==> src/rtl/core/dual_button_press_timer_assert.svh <==
// Assertion macros for the dual button press timer.
// Included by the RTL files that carry concurrent checks; no other dependencies.
`ifndef DUAL_BUTTON_PRESS_TIMER_ASSERT_SVH
`define DUAL_BUTTON_PRESS_TIMER_ASSERT_SVH

// Same-cycle implication, disabled while in reset.
`define DBPT_ASSERT_IMP(lbl, clk, rst_n, ante, cons) \
  lbl: assert property (@(posedge clk) disable iff (!(rst_n)) (ante) |-> (cons)) \
    else $error("dbpt assertion failed");

// Next-cycle implication, disabled while in reset.
`define DBPT_ASSERT_NXT(lbl, clk, rst_n, ante, cons) \
  lbl: assert property (@(posedge clk) disable iff (!(rst_n)) (ante) |=> (cons)) \
    else $error("dbpt assertion failed");

`endif

==> src/rtl/core/dbpt_pkg.sv <==
// Package for the dual button press timer: payload structs, codes and widths.
// Used by dual_button_press_timer and its test bench; no dependencies.
package dbpt_pkg;

  localparam int unsigned TIME_BITS = 16;
  localparam int unsigned OUT_TIME_BITS = 16;
  localparam int unsigned TICK_BITS = 8;
  localparam int unsigned CFG_IDX_BITS = 2;
  localparam int unsigned CFG_DATA_BITS = 8;

  localparam logic [TICK_BITS-1:0] TICK_INTERVAL_RST = TICK_BITS'(10);

  typedef enum logic [1:0] {
    MODE_TICK    = 2'd0,
    MODE_PRIMARY = 2'd1,
    MODE_MIRROR  = 2'd2
  } mode_e;

  typedef enum logic [1:0] {
    EV_NONE    = 2'd0,
    EV_PRESS   = 2'd1,
    EV_RELEASE = 2'd2
  } event_e;

  typedef enum logic [CFG_IDX_BITS-1:0] {
    CFG_TICK_INTERVAL   = 2'd0,
    CFG_PRIMARY_LEVEL   = 2'd1,
    CFG_MIRROR_LEVEL    = 2'd2,
    CFG_MIRROR_PRESENT  = 2'd3
  } cfg_idx_e;

  typedef struct packed {
    logic [1:0] mode;
    logic       primary_level;
    logic       mirror_level;
  } in_t;

  typedef struct packed {
    logic [1:0]               primary_event;
    logic [1:0]               mirror_event;
    logic                     primary_held;
    logic                     mirror_held;
    logic [OUT_TIME_BITS-1:0] primary_time;
    logic [OUT_TIME_BITS-1:0] mirror_time;
    logic                     pressed_any;
    logic [OUT_TIME_BITS-1:0] pressed_time_max;
  } out_t;

endpackage

==> src/rtl/core/dual_button_press_timer.sv <==
// Dual button press timer: edge/tick state machine with a registered result beat.
// Depends on dbpt_pkg and dual_button_press_timer_assert.svh.
`include "dual_button_press_timer_assert.svh"

// Takes one input beat per clock and returns exactly one result beat for each, in the
// cycle after acceptance. The button and prescaler state is updated in the accept
// cycle by a single pass of logic (one 17-bit saturating add per button), and the
// result is held in one output register; in_ready_o stays high while that register
// is empty or being drained, so full rate is kept as long as out_ready_i is high.
// Configuration writes take effect on the clock edge that has cfg_we_i high.
module dual_button_press_timer (
  input  logic                                clk_i,
  input  logic                                rst_ni,
  input  logic                                cfg_we_i,
  input  logic [dbpt_pkg::CFG_IDX_BITS-1:0]   cfg_idx_i,
  input  logic [dbpt_pkg::CFG_DATA_BITS-1:0]  cfg_data_i,
  input  logic                                in_valid_i,
  output logic                                in_ready_o,
  input  dbpt_pkg::in_t                       in_data_i,
  output logic                                out_valid_o,
  input  logic                                out_ready_i,
  output dbpt_pkg::out_t                      out_data_o
);
  import dbpt_pkg::*;

  // configuration
  logic [TICK_BITS-1:0] tick_interval_q;
  logic                 primary_level_cfg_q;
  logic                 mirror_level_cfg_q;
  logic                 mirror_present_q;

  // button / prescaler state
  logic                 timer_on_q, timer_on_d;
  logic [TICK_BITS-1:0] countdown_q, countdown_d;
  logic                 primary_active_q, primary_active_d;
  logic                 mirror_active_q, mirror_active_d;
  logic [TIME_BITS-1:0] primary_count_q, primary_count_d;
  logic [TIME_BITS-1:0] mirror_count_q, mirror_count_d;
  logic                 primary_armed_q, primary_armed_d;
  logic                 mirror_armed_q, mirror_armed_d;

  logic                 out_valid_q;
  out_t                 out_q, out_d;

  logic                 fire;
  event_e               pev, mev;
  logic [TIME_BITS-1:0] tmax;

  // Time after one sample while held; the first sample of a press adds twice.
  function automatic logic [TIME_BITS-1:0] grow(logic [TIME_BITS-1:0] cnt,
                                                logic [TICK_BITS-1:0] ti);
    logic [TIME_BITS:0] inc;
    logic [TIME_BITS:0] sum;
    inc = (cnt == '0) ? ((TIME_BITS+1)'(ti) << 1) : (TIME_BITS+1)'(ti);
    sum = {1'b0, cnt} + inc;
    return sum[TIME_BITS] ? {TIME_BITS{1'b1}} : sum[TIME_BITS-1:0];
  endfunction

  assign in_ready_o = !out_valid_q || out_ready_i;
  assign fire       = in_valid_i && in_ready_o;

  always_comb begin
    timer_on_d       = timer_on_q;
    countdown_d      = countdown_q;
    primary_active_d = primary_active_q;
    mirror_active_d  = mirror_active_q;
    primary_count_d  = primary_count_q;
    mirror_count_d   = mirror_count_q;
    primary_armed_d  = primary_armed_q;
    mirror_armed_d   = mirror_armed_q;
    pev              = EV_NONE;
    mev              = EV_NONE;

    if (fire) begin
      unique case (mode_e'(in_data_i.mode))
        MODE_PRIMARY: begin
          if (primary_armed_q) begin
            primary_count_d  = '0;
            primary_active_d = 1'b1;
            primary_armed_d  = 1'b0;
            if (!timer_on_q) begin
              timer_on_d  = 1'b1;
              countdown_d = tick_interval_q;
            end
          end
        end
        MODE_MIRROR: begin
          if (mirror_present_q && mirror_armed_q) begin
            mirror_count_d  = '0;
            mirror_active_d = 1'b1;
            mirror_armed_d  = 1'b0;
            if (!timer_on_q) begin
              timer_on_d  = 1'b1;
              countdown_d = tick_interval_q;
            end
          end
        end
        MODE_TICK: begin
          if (timer_on_q && countdown_q != '0) begin
            countdown_d = countdown_q - TICK_BITS'(1);
            if (countdown_q == TICK_BITS'(1)) begin
              countdown_d = tick_interval_q;
              if (primary_active_q) begin
                if (in_data_i.primary_level == primary_level_cfg_q) begin
                  primary_count_d = grow(primary_count_q, tick_interval_q);
                  if (primary_count_q == '0) pev = EV_PRESS;
                end else begin
                  primary_active_d = 1'b0;
                  primary_count_d  = '0;
                  primary_armed_d  = 1'b1;
                  pev              = EV_RELEASE;
                end
              end
              if (mirror_present_q && mirror_active_q) begin
                if (in_data_i.mirror_level == mirror_level_cfg_q) begin
                  mirror_count_d = grow(mirror_count_q, tick_interval_q);
                  if (mirror_count_q == '0) mev = EV_PRESS;
                end else begin
                  mirror_active_d = 1'b0;
                  mirror_count_d  = '0;
                  mirror_armed_d  = 1'b1;
                  mev             = EV_RELEASE;
                end
              end
              // stop the prescaler once a release leaves nothing active
              if ((pev == EV_RELEASE || mev == EV_RELEASE) &&
                  !primary_active_d && !mirror_active_d) begin
                timer_on_d  = 1'b0;
                countdown_d = '0;
              end
            end
          end
        end
        default: ;
      endcase
    end

    tmax = primary_count_d;
    if (mirror_present_q && mirror_count_d > primary_count_d) tmax = mirror_count_d;

    out_d.primary_event    = pev;
    out_d.mirror_event     = mev;
    out_d.primary_held     = primary_active_d;
    out_d.mirror_held      = mirror_active_d;
    out_d.primary_time     = OUT_TIME_BITS'(primary_count_d);
    out_d.mirror_time      = OUT_TIME_BITS'(mirror_count_d);
    out_d.pressed_any      = primary_active_d || (mirror_present_q && mirror_active_d);
    out_d.pressed_time_max = OUT_TIME_BITS'(tmax);
  end

  always_ff @(posedge clk_i or negedge rst_ni) begin
    if (!rst_ni) begin
      tick_interval_q     <= TICK_INTERVAL_RST;
      primary_level_cfg_q <= 1'b0;
      mirror_level_cfg_q  <= 1'b0;
      mirror_present_q    <= 1'b0;
    end else if (cfg_we_i) begin
      unique case (cfg_idx_e'(cfg_idx_i))
        CFG_TICK_INTERVAL:  tick_interval_q     <= cfg_data_i[TICK_BITS-1:0];
        CFG_PRIMARY_LEVEL:  primary_level_cfg_q <= cfg_data_i[0];
        CFG_MIRROR_LEVEL:   mirror_level_cfg_q  <= cfg_data_i[0];
        CFG_MIRROR_PRESENT: mirror_present_q    <= cfg_data_i[0];
      endcase
    end
  end

  always_ff @(posedge clk_i or negedge rst_ni) begin
    if (!rst_ni) begin
      timer_on_q       <= 1'b0;
      countdown_q      <= '0;
      primary_active_q <= 1'b0;
      mirror_active_q  <= 1'b0;
      primary_count_q  <= '0;
      mirror_count_q   <= '0;
      primary_armed_q  <= 1'b1;
      mirror_armed_q   <= 1'b1;
      out_valid_q      <= 1'b0;
    end else begin
      timer_on_q       <= timer_on_d;
      countdown_q      <= countdown_d;
      primary_active_q <= primary_active_d;
      mirror_active_q  <= mirror_active_d;
      primary_count_q  <= primary_count_d;
      mirror_count_q   <= mirror_count_d;
      primary_armed_q  <= primary_armed_d;
      mirror_armed_q   <= mirror_armed_d;
      if (fire) begin
        out_valid_q <= 1'b1;
      end else if (out_ready_i) begin
        out_valid_q <= 1'b0;
      end
    end
  end

  // result payload, no reset needed
  always_ff @(posedge clk_i) begin
    if (fire) begin
      out_q <= out_d;
    end
  end

  assign out_valid_o = out_valid_q;
  assign out_data_o  = out_q;

  `DBPT_ASSERT_IMP(a_idle_countdown_zero, clk_i, rst_ni, !timer_on_q, countdown_q == '0)
  `DBPT_ASSERT_IMP(a_primary_arm_xor, clk_i, rst_ni, 1'b1, primary_active_q != primary_armed_q)
  `DBPT_ASSERT_IMP(a_active_needs_timer, clk_i, rst_ni, primary_active_q || mirror_active_q, timer_on_q)
  `DBPT_ASSERT_IMP(a_idle_time_zero, clk_i, rst_ni, !primary_active_q, primary_count_q == '0)
  `DBPT_ASSERT_IMP(a_release_not_held, clk_i, rst_ni, out_valid_q && out_q.primary_event == EV_RELEASE, !out_q.primary_held)

endmodule

==> config.mk <==
export PLATFORM = sky130hd
export DESIGN_NAME = dual_button_press_timer
export DESIGN_NICKNAME = d
export VERILOG_FILES = /design/src/rtl/core/dbpt_pkg.sv /design/src/rtl/core/dual_button_press_timer.sv
export VERILOG_INCLUDE_DIRS = /design/src /design/src/rtl/core
export SDC_FILE = /design/constraint.sdc
export NUM_CORES = 1
export LEC_CHECK = 0
export BUFFER_PORTS_ARGS = -buffer_cell sky130_fd_sc_hd__buf_2
export CORE_MARGIN = 2
export CORE_UTILIZATION = 59
export CTS_CLUSTER_DIAMETER = 60
export DETAILED_ROUTE_END_ITERATION = 6
export GPL_ROUTABILITY_DRIVEN = 0
export HOLD_SLACK_MARGIN = 0.02
export PLACE_DENSITY = 0.81
export SYNTH_ARGS = -nofsm -noshare
export SYNTH_HDL_FRONTEND = slang
export SYNTH_SLANG_ARGS = --single-unit
==> constraint.sdc <==
create_clock -name clk_i -period 7.22 [get_ports clk_i]
set_input_delay 2.166 -clock clk_i [delete_from_list [all_inputs] [get_ports clk_i]]
set_output_delay 2.166 -clock clk_i [all_outputs]
set_load 0.05 [all_outputs]
==> results, run 1 <==
- The startpoint of the worst hold path is mirror_level_cfg_q.
- The cell area that synthesis handed to floorplanning was 6623 sq um.
- The relative max-transition margin is 24.28%.
- The hold violation total from the final report is 0.
- From synthesis to final layout, the design area changed by 10.83%.
- The number of cells upsized or downsized after cts is 0.
- The worst setup path is of the register to register kind.
- By area the synthesized netlist is led by edfxtp_1 25%, dfrtp_1 20%, ha_1 6.8%.
- Setup repair after global routing left no endpoint under its margin.
- For the worst flop-to-flop path, the logic depth is 19.
- The post-route clock skew is 0.02110 ns.
- The initialized floorplan defines 38 standard-cell rows.
- The post-detailed-placement half-perimeter wirelength is 12.40 mm.
- Synthesis produced a netlist with a net count of 698.
- The number of violations of the max-capacitance limit is 0.
- Synthesis handed over a netlist of 641 instances.
- Total power for the finished layout comes to 0.001668 W.
- The worst path uses 83.26% of the clock period.
- Summing over every cut layer, the via total after detailed routing is 5,589.
- The initial core utilization is 60.83%.
- The deepest clock path buffer count is 2.
- Prior to clock tree synthesis, the placed netlist has a worst setup slack of 1.074 ns.
- The reported leakage power is 3.244 nW.
- After detailed routing, the average wire length per cell comes to 19.53 um.
- The number of max-slew violations in the final report is 0.
- The synthesized design devotes to its leading area cell type 24.94% of total area.
- Of all nets on the critical path, the largest fanout is 10.
- Setup total negative slack on the finished layout was measured at 0 ns.
- The H-tree depth reported by CTS is 3.
- The sequential-to-total area share from yosys stat is 46.55%.
- The repair_antennas step left the layout with diodes totalling 0.
- The worst min-delay path class is register to register.
- The worst register-to-register path begins at primary_count_q[5].
- Buffers added to address setup during post-CTS repair amount to 0.
- edfxtp_1 takes more of the synthesized area than any other cell.
- Among all flip-flop cells after synthesis, the most frequent one is edfxtp_1.
- In this run the standard cell core region covers 10,890 sq um.
- The proportion of synthesized flip-flops having asynchronous set or reset is 50.89%.
- For this design the top-level I/O count stands at 76.
- The clock sink total is 112.
- In this run the remaining antenna-violating nets after routing total 0.
- The total power divided by cell area is 227.3 nW/um^2.
- The via count of the first global-routing pass is 5,470.
- Counting flops and latches in the post-synthesis netlist gives 112.
- The CTS tree is done.
- The worst reg-to-reg setup slack is 1.21 ns.
- The maximum achievable frequency is 0.1664 GHz.
- The clock tree root buffer cell is clkbuf_8.
- The die area is 12,090 sq um.
- The data required time at the worst endpoint is 7.38 ns.
- The post-route DRC violation count is 0.
- Setup slack on the critical path of the routed design comes to 1.209 ns.
- The kind of capture point of the worst setup path is a register.
- The clock period minus worst slack is 6.011 ns.
- During synthesis, Yosys emitted a total of 0 warnings.
- Input and output buffers added on the ports amount to 75.
- The worst-case IR drop observed on VDD is 168.4 uV.
- The final layout contains routed wiring with a total length of 16.90 mm.
- The flow ran to the end, and the final reports show no timing, DRC or antenna violations.
- After synthesis, the netlist uses 81 different library cells.
- The final count of negative-setup-slack endpoints is 0.
- The die is 109.9 um wide.
- The initial antenna violation count was 0.
- STA puts the critical path data arrival time at 6.17 ns.
- The hold buffer count at CTS is 0.
- The later-pin clock latency in the skew report is 0.41 ns.
- Global routing used 29.83% of the available tracks.
- The maximum number of pins on one net before global-route repair is 58.
- Once placement completed, the tool counted placed cells totaling 849.
- For this run, the detailed router's first-pass iteration total came to 5.
- The overall die height is 109.9 um.
- The filler-free cell count of the finished design is 865.
- The number of nets in the layout is 777.
- The post-route netlist has 21.93% of its cells at a drive strength greater than 1.
- The first-pass GRT wire length is 27.26 mm.
- After synthesis, the mean cell area works out to 10.33 sq um.
- In this run the worst setup path begins at primary_count_q[5].
- The number of buffers added by the clock tree synthesis step is 9.
- The sort of element at the start of the critical path is a register.
- After global routing the overflow that remains totals 0.
- The DRC violation total after the first TritonRoute iteration is 398.
- Along the worst hold path, the cell count comes to 1.
- Clock-pin slew was measured on the worst setup and hold paths at 0.12 ns.
- At the pin with the least slew margin, the transition time is 1.133 ns.
- The number of enable flip-flop cells after synthesis is 55.
- Final hold analysis gives a worst-case slack of 0.5515 ns.
- Using the TritonRoute via totals, the vias-per-cell ratio works out to 6.461.
==> final timing paths <==
check                                      to
max                             out_data_o[0]
min                        mirror_level_cfg_q
max reg2reg                     out_data_o[0]
min reg2reg                mirror_level_cfg_q
max in group asynchronous   mirror_count_q[7]
min in group asynchronous          timer_on_q
==> metal layers <==
metal	GRT usage, %	wire, um
met3	4.327	1165
met2	48.82	8177
met1	38.61	6894
met4	15.01	657
met5	0	0
==> cell usage after synthesis, drive strengths merged, types with 7 or more instances <==
cell    number
a21o        13
a21oi       44
a22oi        8
buf          8
dfrtp       53
edfxtp      55
ha          36
inv         46
mux2        33
mux2i        8
nand2       56
nand3       10
nand4        9
nor2        39
nor2b        9
nor3        14
nor4        14
o21ai       55
xnor2        7
==> critical path, cell delays in order (launching register included) <==
cell	delay, ns
dfrtp_1	0.43
nor4_1	0.41
nand4_1	0.51
mux2_2	0.48
ha_1	0.30
a211oi_1	0.59
o41ai_1	0.21
a211oi_2	0.40
or4_1	0.20
a21oi_1	0.07
a21oi_1	0.13
buf_4	0.15
inv_1	0.05
ha_1	0.31
nand4_1	0.14
or2_0	0.26
or3_1	0.41
a21oi_2	0.16
buf_4	0.21
mux2_2	0.35
==> per-stage QoR <==
stage               util [%]  cell area [sq um]
floorplan                  -               6623
global placement       65.76               7159
detailed placement     65.76               7159
CTS                    67.41               7340
global route           67.41               7340
finish                 67.41               7340
==> final cells by class <==
| type | count | area [sq um] |
|---|---|---|
| Clock buffer | 10 | 127.6 |
| Multi-Input combinational cell | 470 | 3308 |
| Inverter | 46 | 172.7 |
| Timing Repair Buffer | 81 | 420.4 |
| Fill cell | 848 | 3548 |
| Sequential cell | 112 | 3083 |
| Tap cell | 140 | 175.2 |
| Clock inverter | 6 | 52.55 |
==> flip-flops by register name, indices dropped and copies added (netlist names) <==
name,cells
tick_interval_q,8
primary_level_cfg_q,1
primary_count_q,16
mirror_active_q,1
mirror_count_q,16
primary_active_q,1
countdown_q,8
out_data_o,55
mirror_armed_q,1
primary_armed_q,1
mirror_level_cfg_q,1
out_valid_o,1
timer_on_q,1
mirror_present_q,1
==> cell families after synthesis <==
kind of cell               after synthesis  share of synthesized area [%]
and+or+nand+nor                        194                          15.53
DFF                                    112                          46.55
adders and majority gates               38                          7.406
xor gates and xnor gates                12                          1.587
buffers and inverters                   59                          3.609
AOI/OAI and AO/OA                      185                          18.50
muxes                                   41                          6.820
==> layout by cell type (no fill, tap or decap), types with 5 or more instances in the layout <==
cell / instances
o21ai_1: 18
o22ai_1: 5
and3_1: 6
mux2_2: 33
nor4_1: 11
a22oi_1: 8
a21oi_1: 42
nand3b_1: 5
dfrtp_1: 53
o21a_1: 6
nand2b_1: 5
inv_1: 41
xor2_1: 5
nand3_1: 10
o21ai_0: 35
nor2_1: 38
a21o_1: 13
nor2b_1: 9
and2_1: 5
ha_1: 36
xnor2_1: 7
clkbuf_8: 9
buf_4: 6
inv_2: 5
nor3_1: 12
edfxtp_1: 55
buf_2: 75
nand2_1: 56
mux2i_1: 8
nand4_1: 9
==> power breakdown <==
part	total (W)	switching, W	internal (W)
Sequential	0.000803	0.0000728	0.000730
Combinational	0.000505	0.000317	0.000188
Clock	0.000361	0.000229	0.000131
Note: power is estimated with default switching activity, not from simulation.
==> run 2: changes to the inputs <==
--- a/config.mk
+++ b/config.mk
@@ -6,14 +6,15 @@
 export SDC_FILE = /design/constraint.sdc
 export NUM_CORES = 1
 export LEC_CHECK = 0
+export ABC_AREA = 1
 export BUFFER_PORTS_ARGS = -buffer_cell sky130_fd_sc_hd__buf_2
 export CORE_MARGIN = 2
-export CORE_UTILIZATION = 59
+export CORE_UTILIZATION = 60
 export CTS_CLUSTER_DIAMETER = 60
 export DETAILED_ROUTE_END_ITERATION = 6
 export GPL_ROUTABILITY_DRIVEN = 0
 export HOLD_SLACK_MARGIN = 0.02
-export PLACE_DENSITY = 0.81
+export PLACE_DENSITY = 0.82
 export SYNTH_ARGS = -nofsm -noshare
 export SYNTH_HDL_FRONTEND = slang
 export SYNTH_SLANG_ARGS = --single-unit
==> constraint.sdc (replaced) <==
create_clock -name clk_i -period 5.6 [get_ports clk_i]
set_input_delay 1.68 -clock clk_i [delete_from_list [all_inputs] [get_ports clk_i]]
set_output_delay 1.68 -clock clk_i [all_outputs]
set_load 0.05 [all_outputs]
==> results, run 2 <==
- The area growth from synthesis to final layout is 12.09%.
- The biggest area contributor in the post-synthesis netlist is edfxtp_1.
- For this run, asynchronously set or reset flops after synthesis account for 50.89%.
- By instance count, the leading cell after synthesis is nand2_1.
- The post-detailed-route via-to-cell ratio is 5.611.
- The checks that failed: DRC.
- The number of cells upsized or downsized after cts is 0.
- During placement, the flow inserted port buffers numbering 75.
- The worst min-delay path class is register to register.
- Yosys attributes the largest share of cell area to edfxtp_1 23%, dfrtp_1 19%, nand2_1 17%.
- OpenSTA, run right after detailed placement, puts the worst setup slack at 0.3476 ns.
- The total iterations of the first detailed-routing run is 7.
- The cell count after synthesis came out at 935.
- The hold violation total from the final report was 0.
- The die is 113.2 um wide.
- Clock skew on the completed layout was measured at 0.005762 ns.
- The clock period minus worst slack is 5.166 ns.
- The clock tree root buffer cell is clkbuf_16.
- In this run, synthesis produced a sequential element count of 112.
- The final design instance area without fill is 8025 sq um.
- The worst supply voltage drop on vdd is 223.0 uV.
- The tightest hold path in the finished design has a slack of 0.5144 ns.
- The final cycle utilization of the critical path is 92.24%.
- The post-detailed-placement half-perimeter wirelength is 14.35 mm.
- The first global-routing pass estimated 31.05 mm of wire.
- Sorting the synthesized cells by how often they occur yields 321 x nand2_1, 134 x inv_1, 60 x nand3_1.
- Of the cells placed in the final design, the portion with a size suffix greater than 1 is 13.98%.
- The reported leakage power is 4.143 nW.
- After filler insertion, the fill cell instance count of the layout stands at 979.
- Yosys mapped a number of flops with a built-in enable equal to 55.
- Along the worst path, the maximum fanout reaches 18.
- Leaving out fill and tap cells, the most frequent cell in the layout is nand2_1.
- In the layout the commonest cells are 319 x nand2_1, 133 x inv_1, 75 x buf_2, 60 x nand3_1, 59 x nor2_1.
- The maximum achievable frequency is 0.1936 GHz.
- The core box area is 11,520 sq um.
- The biggest cell delay along the critical path is 0.56 ns.
- In this run the count of I/O pins placed on the die edge is 76.
- Setup violations remaining at the end of the flow were counted as 0.
- The hold buffer count at CTS is 0.
- After clock tree synthesis, the clock-pin slew on the worst setup and hold paths is 0.07 ns.
- The data arrival time at the worst-slack endpoint is 5.28 ns.
- Entering global routing, the biggest net connects 58 pins.
- Yosys printed 0 warnings.
- After detailed placement, the total cell area comes to 7719 sq um.
- In this run the critical register-to-register path is launched from primary_count_q[4].
- The number of buffers added by the clock tree synthesis step is 9.
- At the worst endpoint, the required time is 5.72 ns.
- After the first detailed-routing iteration, the DRC count stood at 626.
- At the pin with the least slew margin, the transition time is 1.148 ns.
- The count of unique library cells instantiated by Yosys is 46.
- The final global-route overflow total is 0.
- The start point of the critical path is primary_count_q[4].
- In this run the biggest area consumer among cell types represents 23.07% of the synthesized area.
- The startpoint of the worst hold path is primary_level_cfg_q.
- The kind of capture point of the worst setup path is a register.
- 0 antenna diodes ended up in the layout.
- Detailed routing inserted a total of 6,543 vias.
- The sequential-to-total area share from yosys stat is 43.06%.
- The later-pin clock latency in the skew report is 0.36 ns.
- Overall power consumption after layout is estimated at 0.002603 W.
- The die area is 12,820 sq um.
- The number of cell rows is 39.
- The initial core utilization is 62.17%.
- The cell type with the highest occurrence count on the critical path is nand2_1.
- The via count of the first global-routing pass was 6,091.
- The die is 113.2 um tall.
- The net count of the finished layout is 1,075.
- For this run, design rule violations remaining after detail routing come to 3.
- The post-detailed-route count of antenna-violating nets is 0.
- The largest individual stage delay along the critical path comes from the cell or4_1.
- The worst path meets setup with 0.4344 ns of slack.
- A synthesized cell averages 7.657 sq um.
- In the final routed layout, each cell accounts on average for 16.30 um.
- The worst setup path is launched from a register.
- The initial antenna violation count is 0.
- The flow ran to the end, but the final reports show violations.
- The clock sink total is 112.
- The number of violations of the max-capacitance limit is 0.
- The net count after synthesis is 992.
- No sink is reached through more buffers than the 2 on the longest clock path.
- CTS built an H-tree with a depth of 3.
- The category of the critical setup timing path is register to register.
- The flip-flop count of the largest register after layout is 55.
- The footprint of the multi-input gates is 3512 sq um.
- The sequential cell area is 3083 sq um.
- The number of setup buffers added after CTS is 0.
- The relative max-transition margin is 22.88%.
- The aggregate global-route resource usage is 31.23%.
- The most frequently used flop master after synthesis is edfxtp_1.
- The wire length after detailed routing is 19.01 mm.
- The total standard cell area after synthesis is 7159 sq um.
- The total negative slack is 0 ns.
- Power spread over the standard cell area amounts to 324.4 nW/um^2.
- The number of max-slew violations in the final report was 0.
- TritonCTS built the clock tree.
-- run 2: cells by family after synthesis --
| family | Yosys count | synth area share (%) |
|---|---|---|
| compound gates | 136 | 10.94 |
| simple gates | 487 | 29.47 |
| buf+inv | 149 | 8.092 |
| xor+xnor | 13 | 1.590 |
| flops | 112 | 43.06 |
| fa+ha+maj | 38 | 6.851 |
-- run 2: area by class of cell --
cell class | count | share of cell area [%]
flip-flops and latches | 112 | 38.42
clock inverters | 5 | 0.4833
repair buffers | 83 | 5.426
clock buffers | 11 | 3.149
inverters | 138 | 6.533
well taps | 143 | 2.230
multi-input cells | 674 | 43.76
-- run 2: metrics by stage --
stage          std cells  util, %
6_report            1166    69.69
5_1_grt             1166    69.69
4_1_cts             1166    69.56
3_5_place_dp        1150    67.03
3_3_place_gp        1150    67.03
2_1_floorplan        935        -
-- run 2: layer usage --
layer	global-route usage, %	share of wire (%)
met5	0	0
met4	13.09	4.6
met3	5.731	9.4
met2	46.99	44
met1	44.85	42
-- run 2: final timing paths --
path                                  endpoint  slack (ns)  cells past startpoint
setup / recovery                 out_data_o[4]        0.43                     28
hold / removal             primary_level_cfg_q        0.51                      2
setup reg to reg                 out_data_o[4]        0.43                     28
hold reg to reg            primary_level_cfg_q        0.51                      2
max in group asynchronous   primary_count_q[9]        3.65                      2
min in group asynchronous    mirror_count_q[2]        1.45                      2
-- run 2: worst max-delay path: cells and delay by family, from the launching register on --
family / cells / cell delay [ns]
and+or+nand+nor: 17 / 2.45
DFF: 1 / 0.41
buffers and inverters: 3 / 0.42
adders and majority gates: 2 / 0.72
AOI/OAI and AO/OA: 6 / 0.90
-- run 2: report_power, final --
group,switching [W],internal (W)
Sequential,0.0000757,0.000963
Clock,0.000299,0.000330
Combinational,0.000658,0.000277
==> run 3: changes to the inputs <==
--- a/config.mk
+++ b/config.mk
@@ -7,14 +7,17 @@
 export NUM_CORES = 1
 export LEC_CHECK = 0
 export ABC_AREA = 1
+export ABC_CLOCK_PERIOD_IN_PS = 5600
 export BUFFER_PORTS_ARGS = -buffer_cell sky130_fd_sc_hd__buf_2
+export CORE_ASPECT_RATIO = 1.1
 export CORE_MARGIN = 2
-export CORE_UTILIZATION = 60
+export CORE_UTILIZATION = 62
+export CTS_BUF_LIST = sky130_fd_sc_hd__clkbuf_8
 export CTS_CLUSTER_DIAMETER = 60
 export DETAILED_ROUTE_END_ITERATION = 6
 export GPL_ROUTABILITY_DRIVEN = 0
 export HOLD_SLACK_MARGIN = 0.02
-export PLACE_DENSITY = 0.82
+export PLACE_DENSITY = 0.84
 export SYNTH_ARGS = -nofsm -noshare
 export SYNTH_HDL_FRONTEND = slang
 export SYNTH_SLANG_ARGS = --single-unit
==> results, run 3 (same netlist as run 2, synthesis figures left out) <==
- The number of cells on the worst reg-to-reg path is 27.
- For this design the top-level I/O count stands at 76.
- For flop-to-flop paths, the worst setup slack is 0.39 ns.
- The post-route clock skew is 0.01202 ns.
- The maximum number of pins on one net before global-route repair is 58.
- The largest single stage delay on the critical path is 0.54 ns.
- The filler-free cell count of the finished design is 1,172.
- The largest fanout of any net on the critical path is 18.
- The most critical setup path has its endpoint at out_data_o[6].
- The die area is 12,420 sq um.
- The later-pin clock latency in the skew report is 0.39 ns.
- Detailed placement finished with a half-perimeter wire length of 14.02 mm.
- In the final routed layout, each cell accounts on average for 15.93 um.
- The final count of negative-setup-slack endpoints is 0.
- The number of cell rows is 41.
- The relative max-transition margin is 22.29%.
- The via count of the first global-routing pass is 6,029.
- The detailed router finished its first iteration with 581 violations.
- The number of max-slew violations in the final report is 0.
- The number of nets in the layout is 1,074.
- TritonCTS built the clock tree.
- 0 antenna diodes ended up in the layout.
- The worst path in the final design needs a cycle of 5.215 ns, including I/O delays and setup.
- The start point of the critical path is primary_count_q[4].
- The H-tree depth reported by CTS is 3.
- Relative to the synthesized area, the layout overhead comes to 10.56%.
- The clock tree root buffer cell is clkbuf_8.
- Counting every sink on the clock net gives 112.
- For this block, the routed nets add up to 18.67 mm of wire.
- Counting along the longest clock path gives a buffer depth of 2.
- Measured along the x axis, the die boundary spans 106.5 um.
- The maximum achievable frequency is 0.1918 GHz.
- After layout, the worst path uses 93.12% of the clock period.
- The worst setup path is captured at a register.
- The detailed-route via count is 6,590.
- The worst setup timing slack at the placement stage is 0.3503 ns.
- STA classifies the critical path startpoint as a register.
- The first-pass GRT wire length is 29.74 mm.
- The min-delay analysis places its worst path in the category register to register.
- The slowest stage of the critical path is the or4_1 cell.
- Data on the critical path is required at its endpoint by 5.73 ns.
- The total power divided by cell area is 306.0 nW/um^2.
- The fraction of layout cells with a size suffix above 1 is 13.89%.
- The hold buffer count at CTS is 0.
- The data arrival time at the worst-slack endpoint is 5.34 ns.
- The power consumption is 0.002422 W.
- The aggregate global-route resource usage is 31.15%.
- Leaving out fill and tap cells, the most frequent cells in the layout are 318 x nand2_1, 133 x inv_1, 75 x buf_2, 60 x nand3_1, 59 x nor2_1.
- The pin slew with the least headroom to its limit is 1.157 ns.
- The number of violations of the max-capacitance limit is 0.
- The register with the most flip-flops in the layout has 55 of them.
- The post-route DRC violation count is 0.
- The core box area is 11,390 sq um.
- The end of the worst register-to-register path is out_data_o[6].
- The hold violation total from the final report is 0.
- Buffers placed on the I/O ports in this run total 75.
- After detailed routing, the number of vias per cell comes to 5.623.
- The final global-route overflow total is 0.
- The category of the critical setup timing path is register to register.
- The reported leakage power is 4.084 nW.
- The number of placed instances, taps included, is 1,154.
- The cell that appears most often on the critical path is nand2_1.
- For this configuration, the core starts out at a cell density of 62.87%.
- The number of buffers added by the clock tree synthesis step is 9.
- The flow ran to the end, and the final reports show no timing, DRC or antenna violations.
- The initial antenna violation count came to 0.
- The total negative slack is 0 ns.
- The start of the worst register-to-register path is primary_count_q[4].
- The total iterations of the first detailed-routing run is 6.
- The post-detailed-route count of antenna-violating nets is 0.
- The most common cell after layout, fill and taps aside is nand2_1.
- In the post-route analysis, the smallest setup slack over all paths is 0.3851 ns.
- The overall die height is 116.7 um.
- Fill cells in the final layout number 938.
- The clock edge transition at the registers on the reported setup and hold paths is 0.10 ns.
- The worst supply voltage drop on vdd is 190.9 uV.
run 3: through the flow:
stage | area (sq um) | util, % | hold slack [ns]
final | 7915 | 69.50 | 0.5196
after global routing | 7915 | 69.50 | 0.5401
after CTS | 7883 | 69.22 | 0.5176
after detailed placement | 7705 | 67.66 | 0.4930
after global placement | 7705 | 67.66 | 0.4866
after floorplan | 7163 | - | 0.4692
run 3: worst min-delay path by stage:
stage / from / end / slack (ns) / cells after the start
6_report: primary_level_cfg_q / primary_level_cfg_q / 0.52 / 2
5_1_grt: primary_level_cfg_q / primary_level_cfg_q / 0.54 / 2
4_1_cts: primary_level_cfg_q / primary_level_cfg_q / 0.52 / 2
3_5_place_dp: primary_level_cfg_q / primary_level_cfg_q / 0.49 / 2
3_3_place_gp: primary_level_cfg_q / primary_level_cfg_q / 0.49 / 2
2_1_floorplan: tick_interval_q[0] / tick_interval_q[0] / 0.47 / 2
run 3: layer usage:
layer	GRT usage, %	share of wire, %	vias to the layer above	wire length (um)
met5	0	0	-	0
met4	13.07	3.6	0	676
met3	4.408	8.5	57	1582
met2	50.47	45	320	8450
met1	42.63	43	3003	7963
li1	-	-	3210	-
run 3: power by group:
part	total, W	internal, W	switching, W
logic	0.000929	0.000279	0.000650
registers	0.00104	0.000963	0.0000734
clock network	0.000457	0.000167	0.000290
total	0.00242	0.00141	0.00101
run 3: cell type report:
type | count | area (sq um) | share of cell area, %
sequential | 112 | 3083 | 38.95
tap | 150 | 187.7 | 2.371
timing repair buffer | 82 | 427.9 | 5.406
multi-input combinational | 674 | 3511 | 44.36
clock inverter | 7 | 53.80 | 0.6797
clock buffer | 9 | 123.9 | 1.565
inverter | 138 | 528.0 | 6.671
run 3: worst max-delay path: cells and delay by family (launching register included):
kind,cells,cell delay (ns)
adder cells (fa/ha/maj),2,0.70
buffers and inverters,3,0.38
flip-flops,1,0.41
AND/OR/NAND/NOR,17,2.57
AO/OA/AOI/OAI,5,0.89
run 3: what timing repair did:
item                       4_1_cts  5_1_grt
setup buffers                    0        2
setup endpoints to repair        0       16
gates resized for setup          0        5
